`config.mk`:
```
export PLATFORM = sky130hd
export DESIGN_NAME = echo_median_distance_filter_unit
export DESIGN_NICKNAME = d
export VERILOG_FILES = /design/src/emdf_pkg.sv /design/src/emdf_cell.sv /design/src/emdf_chain.sv /design/src/echo_median_distance_filter_unit.sv
export SDC_FILE = /design/constraint.sdc
export NUM_CORES = 1
export LEC_CHECK = 0
export ABC_AREA = 1
export ABC_CLOCK_PERIOD_IN_PS = 6100
export BUFFER_PORTS_ARGS = -buffer_cell sky130_fd_sc_hd__buf_4
export CAP_MARGIN = 20
export CELL_PAD_IN_SITES_DETAIL_PLACEMENT = 0
export CELL_PAD_IN_SITES_GLOBAL_PLACEMENT = 1
export CORE_ASPECT_RATIO = 1.1
export CORE_MARGIN = 5
export CORE_UTILIZATION = 48
export DETAILED_ROUTE_END_ITERATION = 8
export PLACE_DENSITY = 0.84
export RECOVER_POWER = 50
export SLEW_MARGIN = 5
export SYNTH_ARGS = -nofsm -noshare
export SYNTH_HDL_FRONTEND = slang
export SYNTH_SLANG_ARGS = --single-unit
```
`constraint.sdc`:
```
create_clock -name clk -period 6.1 [get_ports clk]
set_clock_uncertainty 0.1 [all_clocks]
set_input_delay 0 -clock clk [delete_from_list [all_inputs] [get_ports clk]]
set_output_delay 0 -clock clk [all_outputs]
set_load 0.02 [all_outputs]
```
`src/emdf_pkg.sv`:
```
// Shared types and constants for the echo median distance filter.
// No dependencies; imported by every module of the block.
package emdf_pkg;

  // Field widths
  localparam int DUR_W      = 16;
  localparam int SPEED_W    = 12;
  localparam int DIST_W     = 20;
  localparam int COUNT_W    = 3;
  localparam int PROD_W     = DUR_W + SPEED_W;
  localparam int PROD_SHIFT = 8;
  localparam int CFG_IDX_W  = 1;

  // Register reset values
  localparam logic [SPEED_W-1:0] HALF_SPEED_RESET = 12'd1124;
  localparam logic [DIST_W-1:0]  MIN_DIST_RESET   = 20'd1536;

  // Saturation value of the reported count
  localparam logic [COUNT_W-1:0] COUNT_MAX = 3'd7;

  // Configuration register indexes
  localparam logic [CFG_IDX_W-1:0] REG_HALF_SPEED = 1'b0;
  localparam logic [CFG_IDX_W-1:0] REG_MIN_DIST   = 1'b1;

  typedef logic [DIST_W-1:0] dist_t;

  // Command broadcast to every cell of the sorting chain
  typedef struct packed {
    logic  ins;
    logic  clr;
    dist_t value;
  } emdf_cmd_t;

endpackage

```
`src/emdf_cell.sv`:
```
// One cell of the sorted insertion chain: holds one distance and its valid bit.
// Depends on emdf_pkg.
module emdf_cell import emdf_pkg::*; (
  input  logic      clk,
  input  logic      rst,
  input  emdf_cmd_t cmd,
  input  logic      left_gt,
  input  logic      left_valid,
  input  dist_t     left_value,
  output logic      hold_gt,
  output logic      hold_valid,
  output dist_t     hold_value
);

  logic valid;
  dist_t value;
  logic take_left;
  logic take_new;

  // Flag a stored value that sorts after the incoming one
  assign hold_gt    = valid && (value > cmd.value);
  assign hold_valid = valid;
  assign hold_value = value;

  // Shift right when the left neighbor moves, or take the new value at its slot
  assign take_left = cmd.ins && left_gt;
  assign take_new  = cmd.ins && !left_gt && left_valid && (hold_gt || !valid);

  // Hold the valid bit
  always_ff @(posedge clk) begin
    if (rst) begin
      valid <= 1'b0;
    end else if (cmd.clr) begin
      valid <= 1'b0;
    end else if (take_left || take_new) begin
      valid <= 1'b1;
    end
  end

  // Hold the distance
  always_ff @(posedge clk) begin
    if (take_left) begin
      value <= left_value;
    end else if (take_new) begin
      value <= cmd.value;
    end
  end

endmodule

```
`src/emdf_chain.sv`:
```
// Row of insertion cells that keeps kept distances in ascending order.
// Depends on emdf_pkg and emdf_cell.
module emdf_chain import emdf_pkg::*; #(
  parameter int WINDOW = 5,
  parameter int CNT_W  = 3
) (
  input  logic             clk,
  input  logic             rst,
  input  emdf_cmd_t        cmd,
  input  logic [CNT_W-1:0] mid,
  output dist_t            median
);

  logic  gt_w  [WINDOW];
  logic  vld_w [WINDOW];
  dist_t val_w [WINDOW];

  genvar gi;
  generate
    for (gi = 0; gi < WINDOW; gi++) begin : g_cell
      if (gi == 0) begin : g_head
        emdf_cell u_cell (
          .clk        (clk),
          .rst        (rst),
          .cmd        (cmd),
          .left_gt    (1'b0),
          .left_valid (1'b1),
          .left_value ('0),
          .hold_gt    (gt_w[gi]),
          .hold_valid (vld_w[gi]),
          .hold_value (val_w[gi])
        );
      end else begin : g_body
        emdf_cell u_cell (
          .clk        (clk),
          .rst        (rst),
          .cmd        (cmd),
          .left_gt    (gt_w[gi-1]),
          .left_valid (vld_w[gi-1]),
          .left_value (val_w[gi-1]),
          .hold_gt    (gt_w[gi]),
          .hold_valid (vld_w[gi]),
          .hold_value (val_w[gi])
        );
      end
    end
  endgenerate

  // Pick the middle cell
  always_comb begin
    median = '0;
    for (int i = 0; i < WINDOW; i++) begin
      if (mid == CNT_W'(i)) begin
        median = val_w[i];
      end
    end
  end

endmodule

```
`src/echo_median_distance_filter_unit.sv`:
```
// Echo median distance filter: scales echo durations to distances, keeps those with
// nonzero duration at or above the minimum in a sorted cell chain, reports the median
// once per window. Each sample is accepted, then takes a single insertion step in the
// chain; no new sample is accepted before that step. A window-closing sample then
// waits in the emit state while the last result stalls, then registers its result.
// Reset (rst, synchronous): registers return to defaults, the window and chain empty.
module echo_median_distance_filter_unit import emdf_pkg::*; #(
  parameter int WINDOW = 5
) (
  input  logic                 clk,
  input  logic                 rst,
  input  logic                 in_valid,
  output logic                 in_stall,
  input  logic [DUR_W-1:0]     echo_duration_us,
  output logic                 out_valid,
  input  logic                 out_stall,
  output logic [DIST_W-1:0]    distance_q8,
  output logic                 found,
  output logic [COUNT_W-1:0]   kept_count,
  input  logic                 cfg_valid,
  output logic                 cfg_ready,
  input  logic [CFG_IDX_W-1:0] cfg_index,
  input  logic [31:0]          cfg_data
);

  localparam int CNT_W = $clog2(WINDOW + 1);

  localparam logic [1:0] ST_IDLE   = 2'd0;
  localparam logic [1:0] ST_INSERT = 2'd1;
  localparam logic [1:0] ST_EMIT   = 2'd2;

  logic [1:0]         state;
  logic [1:0]         state_next;
  logic [SPEED_W-1:0] half_speed_q16;
  logic [DIST_W-1:0]  min_distance_q8;
  logic [CNT_W-1:0]   kept_total;
  logic [CNT_W-1:0]   window_position;
  dist_t              scaled;
  logic               dur_nz;
  logic [PROD_W-1:0]  prod_full;
  logic               in_acc;
  logic               emit_go;
  logic               keep;
  emdf_cmd_t          cmd;
  dist_t              median;
  logic [4:0]         total_ext;

  assign in_acc    = in_valid && !in_stall;
  assign in_stall  = (state != ST_IDLE);
  assign cfg_ready = 1'b1;

  // Update configuration registers
  always_ff @(posedge clk) begin
    if (rst) begin
      half_speed_q16  <= HALF_SPEED_RESET;
      min_distance_q8 <= MIN_DIST_RESET;
    end else if (cfg_valid && cfg_ready) begin
      case (cfg_index)
        REG_HALF_SPEED: half_speed_q16  <= cfg_data[SPEED_W-1:0];
        REG_MIN_DIST:   min_distance_q8 <= cfg_data[DIST_W-1:0];
        default: ;
      endcase
    end
  end

  // Scale the accepted duration to a distance
  assign prod_full = PROD_W'(echo_duration_us) * PROD_W'(half_speed_q16);

  always_ff @(posedge clk) begin
    if (in_acc) begin
      scaled <= prod_full[PROD_W-1:PROD_SHIFT];
      dur_nz <= (echo_duration_us != '0);
    end
  end

  // Decide whether the sample is kept, and when the result can leave
  assign keep    = (state == ST_INSERT) && dur_nz && (scaled >= min_distance_q8);
  assign emit_go = (state == ST_EMIT) && (!out_valid || !out_stall);

  always_comb begin
    cmd.ins   = keep;
    cmd.clr   = emit_go;
    cmd.value = scaled;
  end

  // Advance the sequencer
  always_comb begin
    state_next = state;
    case (state)
      ST_IDLE:   if (in_acc) state_next = ST_INSERT;
      ST_INSERT: begin
        if (window_position == CNT_W'(WINDOW - 1)) begin
          state_next = ST_EMIT;
        end else begin
          state_next = ST_IDLE;
        end
      end
      ST_EMIT:   if (emit_go) state_next = ST_IDLE;
      default:   state_next = ST_IDLE;
    endcase
  end

  always_ff @(posedge clk) begin
    if (rst) begin
      state <= ST_IDLE;
    end else begin
      state <= state_next;
    end
  end

  // Count samples and kept distances in the window
  always_ff @(posedge clk) begin
    if (rst) begin
      kept_total      <= '0;
      window_position <= '0;
    end else if (emit_go) begin
      kept_total      <= '0;
      window_position <= '0;
    end else if (state == ST_INSERT) begin
      window_position <= window_position + 1'b1;
      if (keep) begin
        kept_total <= kept_total + 1'b1;
      end
    end
  end

  emdf_chain #(
    .WINDOW (WINDOW),
    .CNT_W  (CNT_W)
  ) u_chain (
    .clk    (clk),
    .rst    (rst),
    .cmd    (cmd),
    .mid    (kept_total >> 1),
    .median (median)
  );

  assign total_ext = 5'(kept_total);

  // Hold the result until the transaction completes
  always_ff @(posedge clk) begin
    if (rst) begin
      out_valid <= 1'b0;
    end else if (emit_go) begin
      out_valid <= 1'b1;
    end else if (!out_stall) begin
      out_valid <= 1'b0;
    end
  end

  always_ff @(posedge clk) begin
    if (emit_go) begin
      found <= (kept_total != '0);
      distance_q8 <= (kept_total != '0) ? median : '0;
      kept_count  <= (total_ext > 5'(COUNT_MAX)) ? COUNT_MAX : total_ext[COUNT_W-1:0];
    end
  end

endmodule

```
==> results of run 1 <==
how the worst max path moves through the flow:
| stage | end | slack (ns) | depth (start not counted) |
|---|---|---|---|
| 4_1_cts | scaled[16] | 0.66 | 20 |
| 3_5_place_dp | scaled[16] | 0.69 | 20 |
| 2_1_floorplan | scaled[16] | 1.03 | 22 |
| 6_report | scaled[16] | 0.63 | 20 |
| 5_1_grt | scaled[16] | 0.26 | 20 |
| 3_3_place_gp | scaled[16] | 0.70 | 20 |
logic make-up (layout without fill, tap and decap cells):
group / after synthesis / after routing / share of synthesized area [%]
AO/OA/AOI/OAI: 264 / 264 / 8.82
flip-flops: 170 / 170 / 29.0
AND/OR/NAND/NOR: 757 / 757 / 19.2
XOR/XNOR: 17 / 17 / 0.929
buffers and inverters: 476 / 554 / 11.6
other: 1 / 1 / 0.0234
adder cells (fa/ha/maj): 306 / 306 / 30.4
cell type report:
type | count | area [sq um] | share of cell area [%]
flip-flops and latches | 170 | 4650 | 26.2
inverters | 393 | 1480 | 8.31
clock inverters | 14 | 170 | 0.959
multi-input cells | 1345 | 9530 | 53.7
well taps | 432 | 541 | 3.05
repair buffers | 129 | 941 | 5.30
clock buffers | 18 | 429 | 2.42
worst reg2reg max path: stages (launching register included):
cell and delay (ns):
dfxtp_1 0.76, nand2_1 0.18, fa_1 0.54, fa_1 0.55, inv_1 0.06, fa_1 0.50, fa_1 0.54, inv_1 0.05
fa_1 0.52, inv_1 0.04, ha_1 0.35, nand2_1 0.13, inv_1 0.07, a21oi_1 0.20, nor2_1 0.07, nor2_1 0.18
nor2_1 0.06, nor2_1 0.13, nand2_1 0.07, nand2_1 0.06, nand2_1 0.06
Yosys cell counts (all sizes together) (2+ instances only):
master,number,area [sq um]
o21bai,2,15.0
nand3b,2,15.0
xor2,10,87.6
nor3,8,40.0
fa,139,2780
dfxtp,45,901
o211ai,21,158
xnor2,7,61.3
nand2,558,2130
edfxtp,125,3750
ha,167,2090
clkbuf,67,251
a21boi,2,15.0
and2,2,12.5
nand4,10,77.6
a21oi,96,480
buf,16,136
a21o,10,75.1
nor2,106,434
o21ai,130,651
nand3,64,325
inv,392,1470
nor4,6,37.5
power groups by stage:
stage	Combinational, W	Sequential, W	Clock [W]
after global routing	0.00474	0.00180	0.00118
after global placement	0.00398	0.00182	0
final	0.00406	0.00179	0.00113
after CTS	0.00410	0.00179	0.00114
after floorplan	0.00310	0.00167	0
after detailed placement	0.00406	0.00182	0
metal layers:
metal,vias up,GRT usage [%],wire length [um]
met2,373,43.2,22300
li1,6366,-,-
met5,-,0,0
met3,62,2.35,1850
met1,6249,27.3,16700
met4,0,7.98,1120
flip-flops by register name (all words and copies together) (netlist names), 2 cells and up:
signal / flops
u_chain.g_cell.g_body.u_cell.hold_value: 60
distance_q8: 20
min_distance_q8: 20
scaled: 20
u_chain.g_cell.g_head.u_cell.hold_value: 20
half_speed_q16: 12
kept_count: 3
kept_total: 3
u_chain.g_cell.g_body.u_cell.hold_valid: 3
window_position: 3
state: 2
stage by stage:
| step | total power (W) | setup slack, ns | cells | hold slack [ns] | cell area (sq um) |
|---|---|---|---|---|---|
| after floorplan | 0.00478 | 1.03 | 1991 | -0.0309 | 16000 |
| after global placement | 0.00580 | 0.697 | 2431 | 0.132 | 16900 |
| after detailed placement | 0.00587 | 0.689 | 2432 | 0.139 | 16900 |
| after CTS | 0.00704 | 0.665 | 2501 | 0.000412 | 17900 |
| after global routing | 0.00773 | 0.260 | 2501 | 0.0686 | 17700 |
| final | 0.00698 | 0.632 | 2501 | 0.0502 | 17700 |
==> results_dict.tcl, run 1 <==
set metrics [dict create \
    status "complete, but fails checks" \
    violations "max-capacitance violations, max-slew violations" \
    die_h_um 202 \
    relSlewSlack_pct -50.8 \
    path_max_fanout 14 \
    initial_core_util_pct 48.4 \
    worst-path-buf-inv 4 \
    clock_latency_ns 0.44 \
    worstPathCellList "nand2_1 -> fa_1 -> fa_1 -> inv_1 -> fa_1 -> fa_1 -> inv_1 -> fa_1 -> inv_1 -> ha_1 -> nand2_1 -> inv_1 -> a21oi_1 -> nor2_1 -> nor2_1 -> nor2_1 -> nor2_1 -> nand2_1 -> nand2_1 -> nand2_1" \
    syn_to_final_growth_pct 10.6 \
    vias 13050 \
    fin_util_pct 53.6 \
    p_per_area_nw_per_um2 393 \
    p_int_w 0.00374 \
    drt-initial-drc-count 849 \
    hold_class "in -> reg" \
    ys_seq_area_share_pct 29.0 \
    drt_first_pass_iters 6 \
    rsz0062_at_grt "false" \
    syn_nets 2351 \
    cp-end-kind "flop" \
    netlist_area_sq_um 16000 \
    layout_min_cycle_time_ns 5.47 \
    p_switching_w 0.00324 \
    grt_pass1_wl_um 68600 \
    whs_path_depth 4 \
    cts_made_buffers 17 \
    drive_above_1_share_pct 5.56 \
    syn_inst 1991 \
    clockRootBuffer "clkbuf_16" \
    hold_violations 0 \
    grt_overflow 0 \
    max_slew.worst_pin.slew_ns 2.26 \
    cts_buffer_depth 2 \
    comb_power_share_pct 58.2 \
    min_to "half_speed_q16[9]" \
    io_buffer_count 67 \
    criticalPathCategory "reg -> reg" \
    cp_data_required_time_ns 6.18 \
    cpPeakStageDelay_ns 0.76 \
    die_w_um 184 \
    drt_drc_violations_left 0 \
    antenna_cells 0 \
    h-tree-depth 4 \
    worstSetupStartpoint "half_speed_q16[11]" \
    dpl.hpwl_um 32400 \
    fin_crit_sh_pct 89.6 \
    syn_avg_cell_area_sq_um 8.05 \
    ctsHoldBuffers 37 \
    rr_worst_depth 20 \
    seq_power_share_pct 25.7 \
    max_freq_mhz 183 \
    final_cell_mix "nand2_1, inv_1, ha_1" \
    grt_pass1_vias 13387 \
    timing.rr.start "half_speed_q16[11]" \
    ys_ff_latch 170 \
    synth_cell_types 40 \
    via_per_inst 5.22 \
    setup_violations 0 \
    netSwitchingFraction_pct 46.4 \
    mostFrequentLayoutCell "nand2_1" \
    worst_path_dominant_cell_family "adder cells" \
    synth_edf_count 125 \
    cts_tree "done" \
    place_congestion 0.916 \
    fillers 3161 \
    clock-sinks 170 \
    leakagePower_nw 8.91 \
    wl_per_cell_um 16.8 \
    p_clk_share_pct 16.1 \
    vdd_drop_max_mv 0.226 \
    dieArea_sq_um 37200 \
    final_nets 2416 \
    grt_max_degree 43 \
    regToRegEndpoint "scaled[16]" \
    wirelength_um 42000 \
    clkTransAtPathRegs_ns 0.06 \
    min_from "cfg_index" \
    ant_nets 0 \
    yosysWarningCount 0 \
    max_cap_violations 3 \
    drv_slew 100 \
    cts_resized 0 \
    fin_setup_tns_ns 0 \
    antenna_found_initial 0 \
    ff2ff_setup_slack_ns 0.63 \
    start_kind "flop" \
    async_flop_share_pct 0 \
    core-area_sq_um 33100 \
    grt.total_usage_pct 23.1 \
    io_pins 81 \
    post_cts_buffers 0 \
    cp.arrival_ns 5.55 \
    fp-row-count 70 \
    synthFlopType "edfxtp_1" \
    critPathSlowestCell "dfxtp_1" \
]
(Power assumes the default switching activity.)
==> run 2: changes to the inputs <==
--- a/config.mk
+++ b/config.mk
@@ -10,12 +10,12 @@
 export BUFFER_PORTS_ARGS = -buffer_cell sky130_fd_sc_hd__buf_4
 export CAP_MARGIN = 20
 export CELL_PAD_IN_SITES_DETAIL_PLACEMENT = 0
-export CELL_PAD_IN_SITES_GLOBAL_PLACEMENT = 1
+export CELL_PAD_IN_SITES_GLOBAL_PLACEMENT = 2
 export CORE_ASPECT_RATIO = 1.1
 export CORE_MARGIN = 5
-export CORE_UTILIZATION = 48
+export CORE_UTILIZATION = 38
 export DETAILED_ROUTE_END_ITERATION = 8
-export PLACE_DENSITY = 0.84
+export PLACE_DENSITY = 0.83
 export RECOVER_POWER = 50
 export SLEW_MARGIN = 5
 export SYNTH_ARGS = -nofsm -noshare
==> results_dict.tcl, run 2 (synthesis results as in run 1) <==
set metrics [dict create \
    mostFrequentLayoutCell "nand2_1" \
    violations "max-capacitance violations, max-slew violations" \
    relSlewSlack_pct -22.8 \
    dieArea_sq_um 46400 \
    use_met2_pct 38.4 \
    drive_above_1_share_pct 5.75 \
    place_area_sq_um 17100 \
    status "complete, but fails checks" \
    drv_slew 146 \
    hold_violations 0 \
    max_slew.worst_pin.slew_ns 1.84 \
    vias 12813 \
    start_kind "flop" \
    setup_violations 0 \
    busiest_layer "met2" \
    rr_worst_depth 15 \
    use_met3_pct 1.90 \
    register_area_sq_um 4650 \
    cp_data_required_time_ns 6.20 \
    cp-end-kind "flop" \
    clkTransAtPathRegs_ns 0.07 \
    cp.arrival_ns 5.61 \
    grt_max_degree 37 \
    dp.cells 2570 \
    fillers 4361 \
    cts_made_buffers 17 \
    grt_overflow 0 \
    path_max_fanout 13 \
    antenna_found_initial 0 \
    drt_first_pass_iters 5 \
    initial_core_util_pct 38.2 \
    final_cell_mix "nand2_1, inv_1, ha_1" \
    dpl.hpwl_um 35000 \
    clock-sinks 170 \
    rsz0062_at_grt "false" \
    clockRootBuffer "clkbuf_16" \
    die_w_um 206 \
    ff2ff_setup_slack_ns 0.59 \
    final_cells 2636 \
    fp-row-count 79 \
    antenna_cells 0 \
    layout_min_cycle_time_ns 5.51 \
    h-tree-depth 4 \
    via_per_inst 4.86 \
    wirelength_um 45100 \
    post_cts_buffers 0 \
    clock_latency_ns 0.45 \
    fin_crit_sh_pct 90.4 \
    cts_tree "done" \
    leakagePower_nw 8.90 \
    grtUsageMet1_pct 24.5 \
    syn_to_final_growth_pct 11.4 \
    p_per_area_nw_per_um2 391 \
    place_congestion 0.846 \
    grt_pass1_wl_um 73200 \
    max_cap_violations 5 \
    ant_nets 0 \
    io_pins 81 \
    drt_drc_violations_left 0 \
    cts_buffer_depth 2 \
    criticalPathCategory "reg -> reg" \
    vdd_drop_max_mv 0.212 \
    fin_util_pct 42.5 \
    finalPower_w 0.00699 \
    hold_class "in -> reg" \
    max_freq_mhz 181 \
    drt-initial-drc-count 586 \
    die_h_um 225 \
    final_nets 2417 \
    largest_register_ff_count 60 \
    grt.total_usage_pct 20.1 \
    final_area_sq_um 17900 \
    wl_per_cell_um 17.1 \
    whs_path_depth 5 \
    core-area_sq_um 42000 \
    fin_setup_tns_ns 0 \
    multi_input_area_sq_um 9510 \
    grt_pass1_vias 13526 \
    io_buffer_count 67 \
]
==> run 2: cell types whose count changed in the layout (fill, tap and decap cells not counted), moves of 2 or more <==
| cell | change |
|---|---|
| buf_4 | +5 |
| bufinv_16 | -2 |
| dlygate4sd3_1 | -3 |
| clkbuf_1 | -3 |
| clkinv_4 | +2 |
==> run 2: final cells by class <==
cell class / instances / area share (%)
Tap cell: 567 / 3.97
Timing Repair Buffer: 130 / 5.33
Clock buffer: 17 / 2.38
Sequential cell: 170 / 26.1
Multi-Input combinational cell: 1345 / 53.2
Inverter: 393 / 8.26
Clock inverter: 14 / 0.770
==> run 2: worst max-delay path, cell delays in order (launching register included) <==
cell,delay (ns)
dfxtp_1,0.77
nand2_1,0.17
fa_1,0.54
fa_1,0.52
inv_1,0.05
fa_1,0.48
fa_1,0.55
inv_1,0.05
fa_1,0.54
inv_1,0.04
ha_1,0.35
a21oi_1,0.21
a21boi_0,0.35
o21ai_0,0.19
a31oi_1,0.24
xnor2_1,0.09
==> run 2: worst paths after layout <==
kind,start,to
max,half_speed_q16[5],scaled[7]
min,cfg_valid,half_speed_q16[10]
max reg2reg,half_speed_q16[5],scaled[7]
min reg2reg,min_distance_q8[18],min_distance_q8[18]
==> run 2: power breakdown <==
group	total (W)	internal (W)	switching, W
Sequential	0.00180	0.00157	0.000232
Combinational	0.00412	0.00152	0.00259
Clock	0.00107	0.000568	0.000502
Total	0.00699	0.00366	0.00333
==> run 2: stage by stage <==
step / hold WS [ns] / worst slack (ns)
after global routing: 0.0919 / 0.197
after floorplan: -0.0309 / 1.03
after detailed placement: 0.141 / 0.575
final: 0.0321 / 0.587
after global placement: 0.134 / 0.619
after CTS: 0.00250 / 0.538
==> run 2: repair_timing <==
item / 4_1_cts / 5_1_grt
hold buffers: 34 / 0
gates resized for setup: 0 / 0
endpoints found under the setup margin: 0 / 0
endpoints found under the hold margin: 46 / 0
==> run 2: per-layer routing <==
metal	wire length, um	vias to the layer above
li1	-	6355
met1	18900	6226
met2	24300	193
met3	1190	39
met4	704	0
met5	0	-
==> run 3: changes to the inputs <==
==> constraint.sdc (replaced) <==
create_clock -name clk -period 6.1 [get_ports clk]
set_clock_uncertainty 0.1 [all_clocks]
set_input_delay 0 -clock clk [delete_from_list [all_inputs] [get_ports clk]]
set_output_delay 0 -clock clk [all_outputs]
set_load 0.005 [all_outputs]
==> results_dict.tcl, run 3 (synthesis results as in run 1) <==
set metrics [dict create \
    antenna_cells 0 \
    relSlewSlack_pct -23.8 \
    fp-row-count 79 \
    cts_resized 0 \
    antenna_found_initial 0 \
    cp.arrival_ns 5.61 \
    fin_crit_sh_pct 90.4 \
    clock_latency_ns 0.45 \
    hold_class "in -> reg" \
    grt_pass1_wl_um 73200 \
    regToRegEndpoint "scaled[7]" \
    max_slew.worst_pin.slew_ns 1.86 \
    crit_top_cell "fa_1" \
    path_max_fanout 13 \
    grt_pass1_vias 13526 \
    die_h_um 225 \
    syn_to_final_growth_pct 12.0 \
    worstSetupStartpoint "half_speed_q16[5]" \
    cts_buffer_depth 2 \
    drv_slew 146 \
    clkTransAtPathRegs_ns 0.07 \
    cp_data_required_time_ns 6.20 \
    fin_util_pct 42.7 \
    leakagePower_nw 8.98 \
    drt_drc_violations_left 0 \
    grt.total_usage_pct 20.1 \
    wirelength_um 45100 \
    dieArea_sq_um 46400 \
    hold_violations 0 \
    cts_made_buffers 17 \
    rr_worst_depth 15 \
    drt-initial-drc-count 581 \
    worstPathCellList "nand2_1 -> fa_1 -> fa_1 -> inv_1 -> fa_1 -> fa_1 -> inv_1 -> fa_1 -> inv_1 -> ha_1 -> a21oi_1 -> a21boi_0 -> o21ai_0 -> a31oi_1 -> xnor2_1" \
    status "complete, but fails checks" \
    critPathSlowestCell "dfxtp_1" \
    dp.cells 2570 \
    grt_overflow 0 \
    core-area_sq_um 42000 \
    via_per_inst 4.87 \
    violations "max-capacitance violations, max-slew violations" \
    cpPeakStageDelay_ns 0.77 \
    criticalPathCategory "reg -> reg" \
    cp-endpoint "scaled[7]" \
    p_per_area_nw_per_um2 389 \
    setup_violations 0 \
    wl_per_cell_um 17.1 \
    rsz0062_at_grt "false" \
    final_nets 2417 \
    largest_register_ff_count 60 \
    mostFrequentLayoutCell "nand2_1" \
    vdd_drop_max_mv 0.212 \
    drt_first_pass_iters 5 \
    initial_core_util_pct 38.2 \
    ant_nets 0 \
    max_cap_violations 5 \
    cp-end-kind "flop" \
    io_pins 81 \
    place_congestion 0.846 \
    busiest_layer "met2" \
    max_freq_mhz 181 \
    layout_min_cycle_time_ns 5.51 \
    io_buffer_count 67 \
    fin_setup_tns_ns 0 \
    h-tree-depth 4 \
    grt_max_degree 37 \
    cts_tree "done" \
    clock-sinks 170 \
    timing.rr.start "half_speed_q16[5]" \
    use_met3_pct 1.90 \
    drive_above_1_share_pct 6.86 \
    final_cells 2636 \
    grtUsageMet1_pct 24.5 \
    clockRootBuffer "clkbuf_16" \
    final_cell_mix "nand2_1, inv_1, ha_1" \
    ff2ff_setup_slack_ns 0.59 \
    dpl.hpwl_um 35000 \
    die_w_um 206 \
    use_met2_pct 38.4 \
    vias 12843 \
    start_kind "flop" \
]
==> run 3: how the worst min path moves through the flow <==
stage,from,end,slack (ns),cells after the start
floorplan,rst,out_valid,-0.03,1
global placement,cfg_data[2],half_speed_q16[2],0.13,3
detailed placement,cfg_data[2],half_speed_q16[2],0.14,3
CTS,cfg_valid,half_speed_q16[10],0.002,5
global route,cfg_valid,half_speed_q16[10],0.09,5
finish,cfg_valid,half_speed_q16[10],0.03,5
==> run 3: what timing repair did <==
action                                 4_1_cts  5_1_grt
setup buffers                                0        0
endpoints found under the hold margin       46        0
hold buffers                                34        0
==> run 3: layout make-up <==
class / count / area, sq um
Tap cell: 567 / 709
Timing Repair Buffer: 130 / 1040
Inverter: 393 / 1480
Multi-Input combinational cell: 1345 / 9510
Fill cell: 4337 / 24100
Clock inverter: 14 / 138
Sequential cell: 170 / 4650
Clock buffer: 17 / 425
==> run 3: critical path, delay by kind of cell, from the launching register on <==
family          cells  cell delay, ns
simple gates        1            0.17
fa+ha+maj           6            2.98
flops               1            0.77
xor+xnor            1            0.09
buf+inv             3            0.14
compound gates      4            0.99
==> run 3: metrics by stage <==
| stage | hold WS, ns | power, W | area [sq um] | worst slack [ns] |
|---|---|---|---|---|
| 2_1_floorplan | -0.0309 | 0.00478 | 16000 | 1.03 |
| 3_3_place_gp | 0.134 | 0.00595 | 17100 | 0.619 |
| 3_5_place_dp | 0.141 | 0.00597 | 17100 | 0.575 |
| 4_1_cts | 0.00250 | 0.00708 | 18000 | 0.538 |
| 5_1_grt | 0.0919 | 0.00776 | 18000 | 0.197 |
| 6_report | 0.0324 | 0.00699 | 18000 | 0.587 |
==> run 3: power breakdown <==
part,switching (W),internal [W]
sequential,0.000231,0.00157
clock,0.000501,0.000568
combinational,0.00260,0.00152
==> run 3: routing by layer <==
layer	wire, um	part of all wire (%)
met1	18900	42
met2	24400	54
met3	1160	2.6
met4	704	1.6
met5	0	0
